$ cat src/rtl/v3au_pkg.sv
// v3au_pkg: shared types, constants and saturation helper for the vec3 arithmetic unit
// no dependencies; imported by every module under rtl
package v3au_pkg;

    localparam int WORD_BITS = 32;
    localparam int FRAC_BITS = 16;
    localparam int PROD_BITS = 2 * WORD_BITS;
    localparam int WIDE_BITS = PROD_BITS + 4;
    localparam int ROOT_BITS = WORD_BITS;
    localparam int REM_BITS  = WORD_BITS + 2;
    localparam int STEPS     = WORD_BITS;
    localparam int LANES     = 3;

    typedef enum logic [2:0] {
        OP_ADD   = 3'd0,
        OP_SUB   = 3'd1,
        OP_NEG   = 3'd2,
        OP_SCALE = 3'd3,
        OP_NORM  = 3'd4,
        OP_CROSS = 3'd5,
        OP_DOT   = 3'd6,
        OP_MAG   = 3'd7
    } op_t;

    typedef logic signed [WORD_BITS-1:0] word_t;
    typedef logic signed [WIDE_BITS-1:0] wide_t;

    typedef struct packed {
        word_t r_x;
        word_t r_y;
        word_t r_z;
        word_t sc;
        logic  ov;
    } res_t;

    typedef struct packed {
        op_t              op;
        logic [LANES-1:0] neg;
        res_t             res;
    } side_t;

    // one component of the divide: partial remainder and dividend/quotient shifter
    typedef struct packed {
        logic [WORD_BITS-1:0] rem;
        logic [WORD_BITS-1:0] dq;
    } lane_t;

    typedef lane_t [LANES-1:0] lanes_t;

    typedef struct packed {
        word_t val;
        logic  ov;
    } sat_t;

    function automatic sat_t sat_word(input wide_t x);
        sat_t s;
        logic [WIDE_BITS-WORD_BITS:0] top;
        top   = x[WIDE_BITS-1:WORD_BITS-1];
        s.ov  = !(&top) && (|top);
        s.val = x[WORD_BITS-1:0];
        if (s.ov)
        begin
            s.val = x[WIDE_BITS-1] ? {1'b1, {(WORD_BITS-1){1'b0}}}
                                   : {1'b0, {(WORD_BITS-1){1'b1}}};
        end
        return s;
    endfunction

endpackage

$ cat src/rtl/v3au_div_cell.sv
// v3au_div_cell: one quotient bit of the restoring divide, for all three components
// depends on v3au_pkg
module v3au_div_cell (
    input  logic                           clk,
    input  logic                           rst_n,
    input  logic                           adv,
    input  logic                           in_valid,
    input  v3au_pkg::side_t                in_side,
    input  v3au_pkg::lanes_t               in_lanes,
    input  logic [v3au_pkg::ROOT_BITS-1:0] in_root,
    output logic                           out_valid,
    output v3au_pkg::side_t                out_side,
    output v3au_pkg::lanes_t               out_lanes,
    output logic [v3au_pkg::ROOT_BITS-1:0] out_root
);
    import v3au_pkg::*;

    logic                 valid_reg;
    side_t                side_reg;
    lanes_t               lanes_reg;
    lanes_t               lanes_next;
    logic [ROOT_BITS-1:0] root_reg;

    always_comb
    begin
        logic [WORD_BITS:0] t;
        for (int i = 0; i < LANES; i++)
        begin
            t = {in_lanes[i].rem, in_lanes[i].dq[WORD_BITS-1]};
            if (t >= {1'b0, in_root})
            begin
                lanes_next[i].rem = WORD_BITS'(t - {1'b0, in_root});
                lanes_next[i].dq  = {in_lanes[i].dq[WORD_BITS-2:0], 1'b1};
            end
            else
            begin
                lanes_next[i].rem = t[WORD_BITS-1:0];
                lanes_next[i].dq  = {in_lanes[i].dq[WORD_BITS-2:0], 1'b0};
            end
        end
    end

    always_ff @(posedge clk or negedge rst_n)
    begin
        if (!rst_n)
        begin
            valid_reg <= 1'b0;
        end
        else if (adv)
        begin
            valid_reg <= in_valid;
        end
    end

    always_ff @(posedge clk)
    begin
        if (adv)
        begin
            side_reg  <= in_side;
            lanes_reg <= lanes_next;
            root_reg  <= in_root;
        end
    end

    assign out_valid = valid_reg;
    assign out_side  = side_reg;
    assign out_lanes = lanes_reg;
    assign out_root  = root_reg;

endmodule
$ cat config.mk
export PLATFORM = sky130hd
export DESIGN_NAME = v3au_div_cell
export DESIGN_NICKNAME = d
export VERILOG_FILES = /design/src/rtl/v3au_pkg.sv /design/src/rtl/v3au_div_cell.sv
export SDC_FILE = /design/constraint.sdc
export NUM_CORES = 1
export LEC_CHECK = 0
export BUFFER_PORTS_ARGS = -buffer_cell sky130_fd_sc_hd__buf_2
export CORE_AREA = 2 2 282 284
export CTS_CLUSTER_SIZE = 30
export DETAILED_ROUTE_END_ITERATION = 10
export DIE_AREA = 0 0 284 286
export PLACE_DENSITY = 0.5
export SYNTH_ARGS = -nofsm -noshare
export SYNTH_HDL_FRONTEND = slang
export SYNTH_SLANG_ARGS = --single-unit
$ cat constraint.sdc
create_clock -name clk -period 0.92 [get_ports clk]
set_input_delay 0.092 -clock clk [delete_from_list [all_inputs] [get_ports clk]]
set_output_delay 0.092 -clock clk [all_outputs]
set_load 0.005 [all_outputs]
# Word level (Yosys, flattened, before mapping)
# Index checks and enable logic that the tools add are counted.
# word_totals
reg_bits,360
in_bits,363
out_inout_bits,360
word_cells,24
# op_classes
addsub,3
n_lt_le_gt_ge,3
muxes,3
# ops
operator,n
64-bit 2-to-1 mux,3
33-bit by 32-bit >= comparator with 1-bit output,3
32-bit subtractor,3

# Logic depth before layout (Yosys ltp)
# Gate-level depths: netlist of the first run.
# depth
ltp_word,2
depth_mapped,14
mapped_depth_nobuf,12

# Worst setup path after synthesis of the first run
# Ideal clock, no wire load.
# synth_path
path_type,input to register
start,input port in_root[12] in the netlist's numbering
end,"register lanes_reg, in the netlist out_lanes[57] (data pin)"
setup_time_ps,262
arrival_ps,2517
t_required_ps,658
slack_ps,-1859
cell_stages,12
n_path_buf,2
cell_sequence,inv_1 -> ha_1 -> and3_1 -> buf_2 -> nand3_2 -> a2111oi_2 -> o21ai_1 -> a21oi_4 -> a21oi_2 -> o311ai_4 -> buf_6 -> mux2_1
# synth_rtl
element,line_no,source
start: declaration,v3au_div_cell.sv:10,"input logic [v3au_pkg::ROOT_BITS-1:0] in_root,"
end signal: assignment,v3au_div_cell.sv:60,lanes_reg <= lanes_next;
end: declaration,v3au_div_cell.sv:20,lanes_t lanes_reg;

==> results of run 1 <==
==> power groups by stage <==
stage                     Combinational, mW  Sequential, mW  Clock [mW]
final                                  15.6            20.9        19.1
after global routing                   16.7            21.0        20.2
after CTS                              14.8            20.9        19.6
after detailed placement               12.0            21.0           0
after global placement                 12.0            21.1           0
after floorplan                        4.55            21.1           0
==> per-layer routing <==
layer | part of all wire | routed length, µm | vias up | global-route usage
li1 | - | - | 8115 | -
met1 | 0.38 | 37500 | 8739 | 0.259
met2 | 0.53 | 52500 | 580 | 0.434
met3 | 0.063 | 6270 | 149 | 0.0553
met4 | 0.033 | 3240 | 20 | 0.0671
met5 | 0.0013 | 126 | - | 0
==> path summary, 6_finish.rpt <==
kind	cells past startpoint	to	from
worst min register to register	2	out_valid$_DFFE_PN0P_	out_valid$_DFFE_PN0P_
worst min-delay path	4	out_lanes[182]$_DFFE_PP_	in_lanes[181]
min in group asynchronous	3	out_valid$_DFFE_PN0P_	rst_n
worst max-delay path	15	out_lanes[125]$_DFFE_PP_	in_root[2]
worst max register to register	2	out_valid$_DFFE_PN0P_	out_valid$_DFFE_PN0P_
max in group asynchronous	3	out_valid$_DFFE_PN0P_	rst_n
==> cell type report <==
cell class              count  area [µm²]  share of cell area
well taps                1050        1310              0.0394
clock buffers              54        1220              0.0367
flip-flops and latches    360       10800               0.324
clock inverters            31         365              0.0110
multi-input cells         850        7230               0.217
repair buffers           1552       12100               0.362
inverters                  54         303             0.00909
diodes                      9        22.5            0.000676
==> worst reg2reg max path, cell delays in order (launching register included) <==
cell and delay [ps]:
dfrtp_1 370, buf_4 130, mux2_2 260
==> flip-flops by register name, summed over array words and instances (netlist names) <==
signal	flops
out_lanes	192
out_root	32
out_side	135
out_valid	1
==> logic make-up (layout without fill, tap and decap cells) <==
family	after synthesis	count (layout)
AND/OR/NAND/NOR	281	281
AO/OA/AOI/OAI	355	356
buffers and inverters	98	1691
other	0	9
multiplexers	33	33
XOR/XNOR	81	81
flip-flops	360	360
adder cells (fa/ha/maj)	99	99
==> through the flow <==
stage,power (mW),util,std cells,setup TNS [ps]
2_1_floorplan,25.6,-,1307,-147430
6_report,55.6,0.425,3960,-237650
3_3_place_gp,33.1,0.328,3439,-213350
5_1_grt,57.9,0.425,3955,-260720
3_5_place_dp,33.1,0.328,3439,-214150
4_1_cts,55.3,0.414,3922,-306720
==> synthesized netlist by cell type, types with 3 or more instances <==
cell / n / area (µm²)
or3_1: 3 / 18.8
buf_6: 3 / 33.8
clkbuf_1: 28 / 105
o211ai_1: 6 / 45.0
nand4_1: 15 / 93.8
mux2i_1: 4 / 40.0
or2_2: 4 / 25.0
o22ai_1: 3 / 18.8
ha_1: 96 / 1200
fa_1: 3 / 60.1
edfxtp_1: 359 / 10800
o31ai_1: 8 / 60.1
mux2_2: 4 / 45.0
nor2_1: 41 / 154
a2111oi_0: 3 / 26.3
nor4_1: 5 / 31.3
mux2_1: 25 / 282
nand2_1: 126 / 473
o31a_1: 4 / 35.0
a31oi_1: 20 / 125
a21boi_0: 4 / 30.0
a41oi_1: 3 / 26.3
o21ai_0: 118 / 591
a211oi_1: 10 / 75.1
and4_1: 5 / 43.8
o21a_1: 6 / 45.0
nand2b_1: 12 / 75.1
nor3_1: 10 / 50.1
xor2_1: 34 / 298
and2_1: 6 / 37.5
a21oi_1: 79 / 395
a311oi_1: 3 / 26.3
o311ai_0: 3 / 26.3
xnor2_1: 47 / 412
o21bai_1: 11 / 82.6
inv_1: 54 / 203
nor2b_1: 11 / 68.8
nand3_1: 23 / 115
and3_1: 14 / 87.6
o2111ai_1: 3 / 26.3
a21o_1: 46 / 345
buf_2: 12 / 60.1
==> repair_timing <==
item                                    CTS  global route
endpoints found under the setup margin  459           616
gates resized for setup                 293           123
pin swaps                                48            49
buffers inserted                         31            24
gates cloned                              9            10
hold buffers                            361             1
endpoints found under the hold margin   388             5
==> out/qor.txt, run 1 <==
Synthesis Warnings: 0
P&R area growth vs syn: 94.4%
Critical path's top delay family: compound AO/OA/AOI/OAI gates
Main combinational cell family by area after synthesis: compound AO/OA/AOI/OAI gates
Max-slew violations: 0
Max incr delay on CP: 560 ps
Failing checks: setup timing
Prevailing post-synth register cell: edfxtp_1
Dpl ws: -2250 ps
CTS Buffer Depth: 3
Fmax: 416 MHz
# clock sinks: 360
Residual DRC: 0
WP data arrival: 2730 ps
Synth Area in Simple Gates: 0.0774
Grt total ovfl: 0
Mapped Cells: 1307
Netlist cell types: 68
Internal: 39.7 mW
Switching share of power: 0.287
Layout cells sized above 1: 0.516
Die Span Y: 286 µm
Tcrit/Tclk final: 2.61
R2R Setup Slk: 40 ps
Rel. slew slack: 0.629
Post-route ant nets: 0
Buf/Inv on CP: 5
Register area share after synthesis: 0.631
Commonest cells after routing, fill and taps aside: buf_2 (628), buf_4 (405), dlygate4sd3_1 (360)
I/O pin count: 723
Fin area: 33300 µm²
Clock Latency Late Sink: 580 ps
Slowest cell on the critical path: or4b_4
CTS tree: done
GRT Total Usage: 0.232
Synthesized-area fraction occupied by adder cells: 0.0736
TritonCTS buffer count: 47
CP endpoint kind: flip-flop
Clock-pin slew on the worst setup and hold paths: 60 ps
Die area: 81200 µm²
Synth Area in Compound Gates: 0.132
Multiplexer share of the synthesized area: 0.0214
Wire length per cell: 25.2 µm
Number of synthesized flops with an enable pin: 359
Initial antenna violation count: 25
Min Hold Slack: 38.8 ps
Fin worst setup slack: -1480 ps
Port bufs: 722
Crit-path cells: buf_8, clkinvlp_4, buf_6, ha_4, a21o_1, a21oi_2, a21oi_2, or4b_4, nand2_4, o21ai_4, a31oi_4, buf_4, buf_4, mux2i_1, nor3_2
P_sw: 16.0 mW
CP max FO: 5
Minimum clock period: 2400 ps
Final-report hold violation count: 0
Post-Route WL: 99600 µm
Critical Path Start Type: primary input
Worst slew pin tran: 556 ps
Status: finished with violations
Core Area: 78400 µm²
Largest net degree at the start of global routing: 38
Fillers: 7481
TritonRoute pass-1 iters: 5
Die span in x: 284 µm
Vias in the first global route: 18500
Power per cell area: 1670 nW/µm²
Via-to-Cell Ratio: 4.45
Asr flop ratio synth: 0.00278
Max cap viols: 0
Unrepaired setup endpoints after global routing: yes
Worst Hold Class: primary input to flip-flop
Clock Skews: 0 ps
Initial core utilization: 0.219
Max VDD drop: 1.19 mV
First-pass GRT wire length: 135000 µm
Combinational group share of total power: 0.281
Final net count: 3327
Detailed Place HPWL: 77200 µm
Dpl cell area: 25700 µm²
Reg power frac: 0.375
CP required: 1250 ps
#FFs+latches synth: 360
Syn nets: 1769
Via count: 17600
Syn Std Cell Area: 17100 µm²
Post-synthesis xor/xnor area fraction: 0.0414
Root Driver: clkbuf_16
Final setup violation count: 464
Most common cell after layout, fill and taps aside: buf_2
H-tree depth: 2
Mapped Avg Cell Area: 13.1 µm²
Clock Power Share: 0.344
Placement Rows: 103
GPL Wtd Cong: 0.961
Leakage power: 14.6 nW
Iter 0 DRT Violations: 947
CP Class: primary input to flip-flop
Power figures use the tool's default switching activity.
==> inputs of run 2 (changes only) <==
--- a/config.mk
+++ b/config.mk
@@ -11,6 +11,7 @@
 export DETAILED_ROUTE_END_ITERATION = 10
 export DIE_AREA = 0 0 284 286
 export PLACE_DENSITY = 0.5
+export SETUP_SLACK_MARGIN = 0.05
 export SYNTH_ARGS = -nofsm -noshare
 export SYNTH_HDL_FRONTEND = slang
 export SYNTH_SLANG_ARGS = --single-unit
==> out/qor.txt, run 2 (synthesized netlist as in run 1, its figures left out) <==
CP max FO: 7 (was 5)
Failing checks: setup timing (unchanged)
WP data arrival: 2720 ps (was 2730 ps)
Unrepaired setup endpoints after global routing: yes (unchanged)
Final Power: 55.8 mW (was 55.6 mW)
Min Hold Slack: 43.3 ps (was 38.8 ps)
Hold path endpoint: out_side[43]$_DFFE_PP_ (was out_lanes[182]$_DFFE_PP_)
Worst slew pin tran: 579 ps (was 556 ps)
Clock-pin slew on the worst setup and hold paths: 60 ps (about the same)
Max VDD drop: 1.19 mV (about the same)
Post-route ant nets: 0 (unchanged)
Detailed Place HPWL: 77200 µm (unchanged)
TritonRoute pass-1 iters: 5 (unchanged)
Status: finished with violations (unchanged)
Max-slew violations: 0 (unchanged)
Leakage power: 14.6 nW (about the same)
Wire length per cell: 25.2 µm (about the same)
Root Driver: clkbuf_16 (unchanged)
Initial antenna violation count: 26 (was 25)
Fmax: 416 MHz (about the same)
Placed cells: 3439 (unchanged)
Layout Cells excl Fill: 3946 (was 3960)
Dpl ws: -2250 ps (unchanged)
I/O pin count: 723 (unchanged)
Critical Path Start Type: primary input (unchanged)
# clock sinks: 360 (unchanged)
Rel. slew slack: 0.610 (was 0.629)
CTS Buffer Depth: 3 (unchanged)
Final Util: 0.425 (about the same)
Most common cell after layout, fill and taps aside: buf_2 (unchanged)
R2R cell count: 2 (unchanged)
Die span in x: 284 µm (unchanged)
WHS Path Cells: 2 (was 4)
Max cap viols: 0 (unchanged)
Final net count: 3313 (was 3327)
Final setup violation count: 464 (unchanged)
Layout cells sized above 1: 0.523 (was 0.516)
Clock Skews: 0 ps (unchanged)
Hold Startpoint: adv (was in_lanes[181])
P&R area growth vs syn: 94.5% (was 94.4%)
CP endpoint kind: flip-flop (unchanged)
Initial core utilization: 0.219 (unchanged)
Fin worst setup slack: -1490 ps (was -1480 ps)
GRT Total Usage: 0.232 (about the same)
CTS tree: done (unchanged)
Core Area: 78400 µm² (unchanged)
CP Class: primary input to flip-flop (unchanged)
Die Span Y: 286 µm (unchanged)
Via count: 17600 (about the same)
Post-Route WL: 99600 µm (about the same)
Worst Hold Class: primary input to flip-flop (unchanged)
Commonest cells after routing, fill and taps aside: buf_2 (630), buf_4 (398), dlygate4sd3_1 (360) (was buf_2 (628), buf_4 (405), dlygate4sd3_1 (360))
TritonCTS buffer count: 47 (unchanged)
Via-to-Cell Ratio: 4.46 (was 4.45)
First-pass GRT wire length: 135000 µm (about the same)
Largest net degree at the start of global routing: 28 (was 38)
Max reg flops: 192 (unchanged)
Die area: 81200 µm² (unchanged)
Minimum clock period: 2410 ps (was 2400 ps)
Grt total ovfl: 0 (unchanged)
Final-report hold violation count: 0 (unchanged)
Worst R2R Start: out_valid$_DFFE_PN0P_ (unchanged)
Clock Latency Late Sink: 570 ps (was 580 ps)
Vias in the first global route: 18600 (was 18500)
CP required: 1240 ps (was 1250 ps)
Reg2reg end: out_valid$_DFFE_PN0P_ (unchanged)
Residual DRC: 0 (unchanged)
Tcrit/Tclk final: 2.62 (was 2.61)
Iter 0 DRT Violations: 893 (was 947)
Power per cell area: 1670 nW/µm² (about the same)
H-tree depth: 2 (unchanged)
Port bufs: 722 (unchanged)
R2R Setup Slk: 40 ps (about the same)
GPL Wtd Cong: 0.961 (unchanged)
Placement Rows: 103 (unchanged)
run 2: cell count changes in the layout (fill, tap and decap cells not counted), moves of 3 or more:
cell	previous run	this run
buf_6	109	95
o21ai_1	42	20
o21ai_2	30	51
nand2_2	18	14
buf_4	405	398
buf_8	9	12
nand2_4	14	19
buf_12	26	29
run 2: final cells by class:
cell class	instances	area, µm²
clock inverter	31	365
fill	7493	45000
multi-input combinational	849	7350
antenna	9	22.5
sequential	360	10800
inverter	54	297
timing repair buffer	1539	11900
clock buffer	54	1220
tap	1050	1310
run 2: worst max-delay path, cell delays in order:
cell        delay [ps]
buf_8               80
clkinvlp_4         170
ha_4               330
buf_6               80
o21a_1             150
o21ai_2             80
a2111oi_4          370
o21ai_4            150
a21oi_4            170
a21oi_2             90
o311ai_4           280
buf_6              200
buf_12             150
mux2_4             310
run 2: per-stage QoR:
stage	area (µm²)	setup TNS, ps
floorplan	17800	-147430
global placement	25700	-213350
detailed placement	25700	-214150
CTS	32500	-308620
global route	33300	-259100
finish	33300	-237060
run 2: power by group:
group	switching [mW]	internal, mW
Clock	7.81	11.3
Combinational	7.50	8.29
Sequential	0.744	20.1
run 2: worst max-delay path by stage:
| stage | startpoint | end | cells past startpoint |
|---|---|---|---|
| final | in_root[2] | out_lanes[53]$_DFFE_PP_ | 14 |
| after detailed placement | in_root[0] | out_lanes[62]$_DFFE_PP_ | 13 |
| after global routing | in_root[2] | out_lanes[51]$_DFFE_PP_ | 14 |
| after CTS | in_root[2] | out_lanes[60]$_DFFE_PP_ | 13 |
| after global placement | in_root[0] | out_lanes[62]$_DFFE_PP_ | 13 |
| after floorplan | in_root[1] | out_lanes[36]$_DFFE_PP_ | 12 |
run 2: layer usage:
layer | vias to the layer above | track usage | share of wire
li1 | 8085 | - | -
met1 | 8741 | 0.258 | 0.37
met2 | 596 | 0.438 | 0.53
met3 | 148 | 0.0566 | 0.064
met4 | 20 | 0.0616 | 0.031
met5 | - | 0 | 0.0013
run 2: timing repair:
item,CTS,global route
setup endpoints to repair,459,616
pin swaps,27,63
hold buffers,361,1
endpoints found under the hold margin,388,5
gates cloned,10,8
resized for setup,300,141
buffers inserted,29,11
